### src/rtl/best_fit_host_placement_defines.svh
// Assertion macros for the best-fit host placement RTL.
`ifndef BEST_FIT_HOST_PLACEMENT_DEFINES_SVH
`define BEST_FIT_HOST_PLACEMENT_DEFINES_SVH

`ifndef NO_ASSERTIONS

// Property checked on every rising clock edge outside reset.
`define BFHP_ASSERT(name, prop, msg) \
    name: assert property (@(posedge i_clk) disable iff (!i_rst_n) (prop)) else $error(msg);

// Condition that must never hold outside reset.
`define BFHP_NEVER(name, cond, msg) \
    name: assert property (@(posedge i_clk) disable iff (!i_rst_n) !(cond)) else $error(msg);

`else

`define BFHP_ASSERT(name, prop, msg)
`define BFHP_NEVER(name, cond, msg)

`endif

`endif

### src/rtl/bfhp_pkg.sv
// Package with sizes, codes and the cell bus types of the host placement block.
`timescale 1ns / 1ps
`default_nettype none

package bfhp_pkg;

    localparam int HOST_COUNT = 64;
    localparam int SLOT_W     = 6;
    localparam int IDX_W      = (HOST_COUNT > 1) ? $clog2(HOST_COUNT) : 1;
    localparam int ADDR_W     = (IDX_W > SLOT_W) ? IDX_W : SLOT_W;
    localparam int CPU_W      = 32;
    localparam int RAM_W      = 24;
    localparam int LABEL_W    = 16;

    localparam logic OP_LOAD  = 1'b0;
    localparam logic OP_PLACE = 1'b1;

    // Command broadcast from the controller to every cell.
    typedef struct packed {
        logic               load;
        logic               charge;
        logic [ADDR_W-1:0]  idx;
        logic               active;
        logic [CPU_W-1:0]   cpu;
        logic [RAM_W-1:0]   ram;
        logic [LABEL_W-1:0] label;
    } t_cell_cmd;

    // Search token handed from cell to cell during a scan.
    typedef struct packed {
        logic               valid;
        logic               found;
        logic [IDX_W-1:0]   idx;
        logic [CPU_W-1:0]   slack;
        logic [LABEL_W-1:0] label;
    } t_token;

    typedef enum logic [2:0] {
        ST_IDLE = 3'b001,
        ST_SCAN = 3'b010,
        ST_DONE = 3'b100
    } t_state;

endpackage

`default_nettype wire

### src/rtl/bfhp_cell.sv
// One host slot of the chain: holds the host and updates the passing search token.
`timescale 1ns / 1ps
`default_nettype none

module bfhp_cell
    import bfhp_pkg::*;
(
    input  wire logic              i_clk,
    input  wire logic              i_rst_n,
    input  wire logic [ADDR_W-1:0] i_cell_idx,
    input  wire t_cell_cmd         i_cmd,
    input  wire t_token            i_tok,
    output t_token                 o_tok
);

    logic               r_active;
    logic [CPU_W-1:0]   r_cpu;
    logic [RAM_W-1:0]   r_ram;
    logic [LABEL_W-1:0] r_label;
    t_token             r_tok;
    t_token             n_tok;

    logic               w_hit;
    logic               w_fits;
    logic               w_take;
    logic [CPU_W-1:0]   w_slack;

    assign w_hit   = (i_cmd.idx == i_cell_idx);
    assign w_fits  = r_active && (r_cpu >= i_cmd.cpu) && (r_ram >= i_cmd.ram);
    assign w_slack = r_cpu - i_cmd.cpu;
    // Strictly smaller wins, so on a tie the lower slot met first keeps the token.
    assign w_take  = i_tok.valid && w_fits && (!i_tok.found || (w_slack < i_tok.slack));

    always_comb begin
        n_tok = i_tok;
        if (w_take) begin
            n_tok.found = 1'b1;
            n_tok.idx   = i_cell_idx[IDX_W-1:0];
            n_tok.slack = w_slack;
            n_tok.label = r_label;
        end
    end

    always_ff @(posedge i_clk) begin
        if (!i_rst_n) begin
            r_active <= 1'b0;
            r_tok    <= '0;
        end else begin
            r_tok <= n_tok;
            if (i_cmd.load && w_hit) begin
                r_active <= i_cmd.active;
            end
        end
    end

    always_ff @(posedge i_clk) begin
        if (i_cmd.load && w_hit) begin
            r_cpu   <= i_cmd.cpu;
            r_ram   <= i_cmd.ram;
            r_label <= i_cmd.label;
        end else if (i_cmd.charge && w_hit) begin
            r_cpu <= r_cpu - i_cmd.cpu;
            r_ram <= r_ram - i_cmd.ram;
        end
    end

    assign o_tok = r_tok;

endmodule

`default_nettype wire

### config.mk
export PLATFORM = sky130hd
export DESIGN_NAME = bfhp_cell
export DESIGN_NICKNAME = d
export VERILOG_FILES = /design/src/rtl/best_fit_host_placement_defines.svh /design/src/rtl/bfhp_pkg.sv /design/src/rtl/bfhp_cell.sv
export SDC_FILE = /design/constraint.sdc
export NUM_CORES = 1
export LEC_CHECK = 0
export BUFFER_PORTS_ARGS = -buffer_cell sky130_fd_sc_hd__clkbuf_2
export CORE_ASPECT_RATIO = 0.8
export CORE_MARGIN = 2
export CORE_UTILIZATION = 40
export DETAILED_ROUTE_END_ITERATION = 6
export PLACE_DENSITY = 0.71
export SYNTH_ARGS = -nofsm -noshare
export SYNTH_HDL_FRONTEND = slang
export SYNTH_SLANG_ARGS = --single-unit
### constraint.sdc
create_clock -name i_clk -period 5.4 [get_ports i_clk]
set_clock_uncertainty 0.2 [all_clocks]
set_input_delay 0.81 -clock i_clk [delete_from_list [all_inputs] [get_ports i_clk]]
set_output_delay 0.81 -clock i_clk [all_outputs]
set_load 0.01 [all_outputs]
==> results.sh <==
export IMPL_status="finished, final reports clean"
export IMPL_max_cap_violations=0
export IMPL_cts_sinks=129
export IMPL_area_growth_pct=24.4
export IMPL_clkTransAtPathRegs_ns=0.06
export IMPL_hold_class="flip-flop to flip-flop"
export IMPL_slew_headroom_pct=31.6
export IMPL_drive_gt1_share_pct=22.8
export IMPL_start_kind="input pin"
export IMPL_io_buffers=200
export IMPL_cp_slowest_cell="a2111oi_2"
export IMPL_numCtsBuffers=17
export IMPL_synth_seq_cells=129
export IMPL_grt_pass1_vias=7839
export IMPL_end_kind="flip-flop"
export IMPL_yosys_warnings=0
export IMPL_ir_worst_vdd_mv=0.152
export IMPL_critical_path_arrival_ns=5.08
export IMPL_tns_ns=0
export IMPL_finalPower_mw=2.73
export IMPL_gp_congestion=0.885
export IMPL_synth_cell_types=63
export IMPL_grt_usage_pct=21.1
export IMPL_fmax_mhz=200
export IMPL_fp_dieH_um=138
export IMPL_synthAdderAreaFrac_pct=12.6
export IMPL_seq_area_frac_synth_pct=37.0
export IMPL_synth_area_leaders="edfxtp_1, dfxtp_1, ha_1"
export IMPL_netlist_area_um2=8930
export IMPL_io_pins=201
export IMPL_tritoncts="built"
export IMPL_final_hold_violation_count=0
export IMPL_ant_nets=0
export IMPL_p_leak_nw=5.16
export IMPL_vias=8130
export IMPL_finish_utilization_pct=51.1
export IMPL_tightest_slew_ns=1.02
export IMPL_crit_buf_inv=5
export IMPL_h_tree_depth=4
export IMPL_start_util_pct=41.1
export IMPL_synthMuxAreaShare_pct=6.08
export IMPL_critPathMaxStageDelay_ns=0.49
export IMPL_wl_um=24700
export IMPL_synth_top_cell_area_share_pct=24.2
export IMPL_yosys_area_share_simple_pct=15.8
export IMPL_diodes=0
export IMPL_synth_nets=1257
export IMPL_fin_crit_sh_pct=92.5
export IMPL_antenna_found_initial=0
export IMPL_synth_flop_cell="edfxtp_1"
export IMPL_netlist_instances=1023
export IMPL_synth_xor_area_share_pct=3.72
export IMPL_setup_viol=0
export IMPL_place_hpwl_um=19000
export IMPL_worstPathMaxFanout=20
export IMPL_cp_cell_sequence="clkbuf_2, inv_1, ha_1, o211ai_1, a21oi_1, buf_4, o21ai_0, a21boi_0, o21ai_0, a211oi_1, ha_1, and4_1, a2111oi_2, a211o_1, a31oi_1, nor4_4, buf_4, buf_12, mux2i_1, nor2_1"
export IMPL_power_density_nw_per_um2=245
export IMPL_critPathTopFamily="compound AO/OA/AOI/OAI gates"
export IMPL_critPathKind="input pin to flip-flop"
export IMPL_clkLatencyLatePin_ns=0.43
export IMPL_synth_async_reset_ratio_pct=0
export IMPL_layout_nets=1490
export IMPL_period_needed_ns=5.00
export IMPL_gr_total_overflow=0
export IMPL_synth_compound_gate_area_share_pct=18.4
export IMPL_drtPass1Iterations=5
export IMPL_synth_edff_count=72
export IMPL_rows=48
export IMPL_drcViolationCount=0
export IMPL_clock_path_buffers=2
export IMPL_required_ns=5.48
export IMPL_coreArea_um2=21700
export IMPL_grt_pass1_wl_um=38900
export IMPL_dieArea_um2=23600
export IMPL_viasPerCell=5.18
export IMPL_synth_area_per_cell_um2=8.73
export IMPL_cts_root_buf="clkbuf_16"
export IMPL_fp_dieW_um=171
export IMPL_drt_wirelength_per_cell_um=15.8
export IMPL_dr_first_iter_drc_count=580
export IMPL_yosys_area_top_type="edfxtp_1"
export IMPL_rsz0062_at_grt="false"
export IMPL_final_fill_count=2073
export IMPL_synth_top_family_by_area="compound AO/OA/AOI/OAI gates"
export IMPL_grt_max_degree=89
export IMPL_final_max_slew_viol_count=0
-- what timing repair did --
item                                    CTS  global route
buffers inserted                          0             0
gates resized for setup                   0             7
hold buffers                              0             0
endpoints found under the setup margin    0            54
-- tightest hold or removal path, stage by stage, from the launching register on --
cell and delay, ns:
dfxtp_1 0.31, nand2_1 0.05, a21oi_1 0.05
-- flip-flops by register name, summed over array words and instances (netlist names) --
register	cells
r_ram	24
o_tok	56
r_cpu	32
r_active	1
r_label	16
-- per-stage QoR --
step	cell area [µm²]	instances	setup slack, ns	hold WS [ns]
after floorplan	8930	1023	0.626	0.237
after global placement	10500	1537	-0.342	0.253
after detailed placement	10500	1537	-0.392	0.252
after CTS	11100	1569	0.0343	0.261
after global routing	11100	1569	0.0769	0.290
final	11100	1569	0.403	0.265
-- metal layers --
metal | vias to the layer above | track usage, % | share of wire (%)
li1 | 4120 | - | -
met1 | 3716 | 28.4 | 47
met2 | 261 | 34.5 | 45
met3 | 33 | 4.05 | 6.2
met4 | 0 | 6.40 | 1.8
met5 | - | 0 | 0
-- cell families (layout without fill, tap and decap cells) --
family          after synthesis  after routing
flops                       129            129
simple gates                302            302
mux                          54             54
fa+ha+maj                    89             89
compound gates              268            268
buf+inv                     143            389
xor+xnor                     38             38
-- synthesized netlist by cell type (3+ instances only) --
library cell,count
o21ai_1,4
ha_1,87
a211o_1,4
nand3_1,26
a31oi_1,6
nand4_1,16
a21oi_1,87
xor2_1,18
buf_1,3
and3_1,3
xnor2_1,20
and2_1,8
a211oi_1,16
a2111oi_0,3
dfxtp_1,57
nor2b_1,5
nor2_1,103
nor3b_1,4
o21ai_0,65
clkbuf_1,26
nor4_1,3
edfxtp_1,72
o21bai_1,8
o31ai_1,3
nand2_1,82
nor3_1,19
a21o_1,23
mux2i_1,52
o21a_1,7
nand2b_1,11
and4_1,4
o211ai_1,14
or3_1,9
inv_1,106
buf_4,4
a21boi_0,9
-- cells in the final DEF, fill, tap and decap left out, types with 23 or more instances in the layout --
master      n
a21oi_1    85
clkbuf_2  200
nand3_1    26
dfxtp_1    57
nor2_1    103
buf_4      48
a21o_1     23
nand2_1    81
mux2i_1    52
o21ai_0    65
edfxtp_1   72
inv_1     106
ha_1       87
-- area by class of cell --
class	count	area (µm²)	area share, %
Clock inverter	10	57.6	0.518
Multi-Input combinational cell	751	5090	45.8
Inverter	107	402	3.61
Tap cell	300	375	3.38
Clock buffer	22	487	4.38
Timing Repair Buffer	250	1400	12.6
Sequential cell	129	3300	29.7
-- path summary, 6_finish.rpt --
check	start	to	slack [ns]	cells after the start
max	i_cmd[44]	o_tok[32]$_SDFF_PN0_	0.40	20
min reg2reg	r_active$_SDFFE_PN0P_	r_active$_SDFFE_PN0P_	0.26	2
min	r_active$_SDFFE_PN0P_	r_active$_SDFFE_PN0P_	0.26	2
max reg2reg	r_cpu[7]$_DFFE_PP_	o_tok[32]$_SDFF_PN0_	0.55	19
-- power breakdown --
group | switching [mW] | internal [mW] | total [mW] | leakage (nW)
clock | 0.452 | 0.635 | 1.09 | 0.269
combinational | 0.311 | 0.246 | 0.557 | 3.77
sequential | 0.00827 | 1.08 | 1.08 | 1.12
total | 0.772 | 1.96 | 2.73 | 5.16
Note: power is estimated with default switching activity, not from simulation.
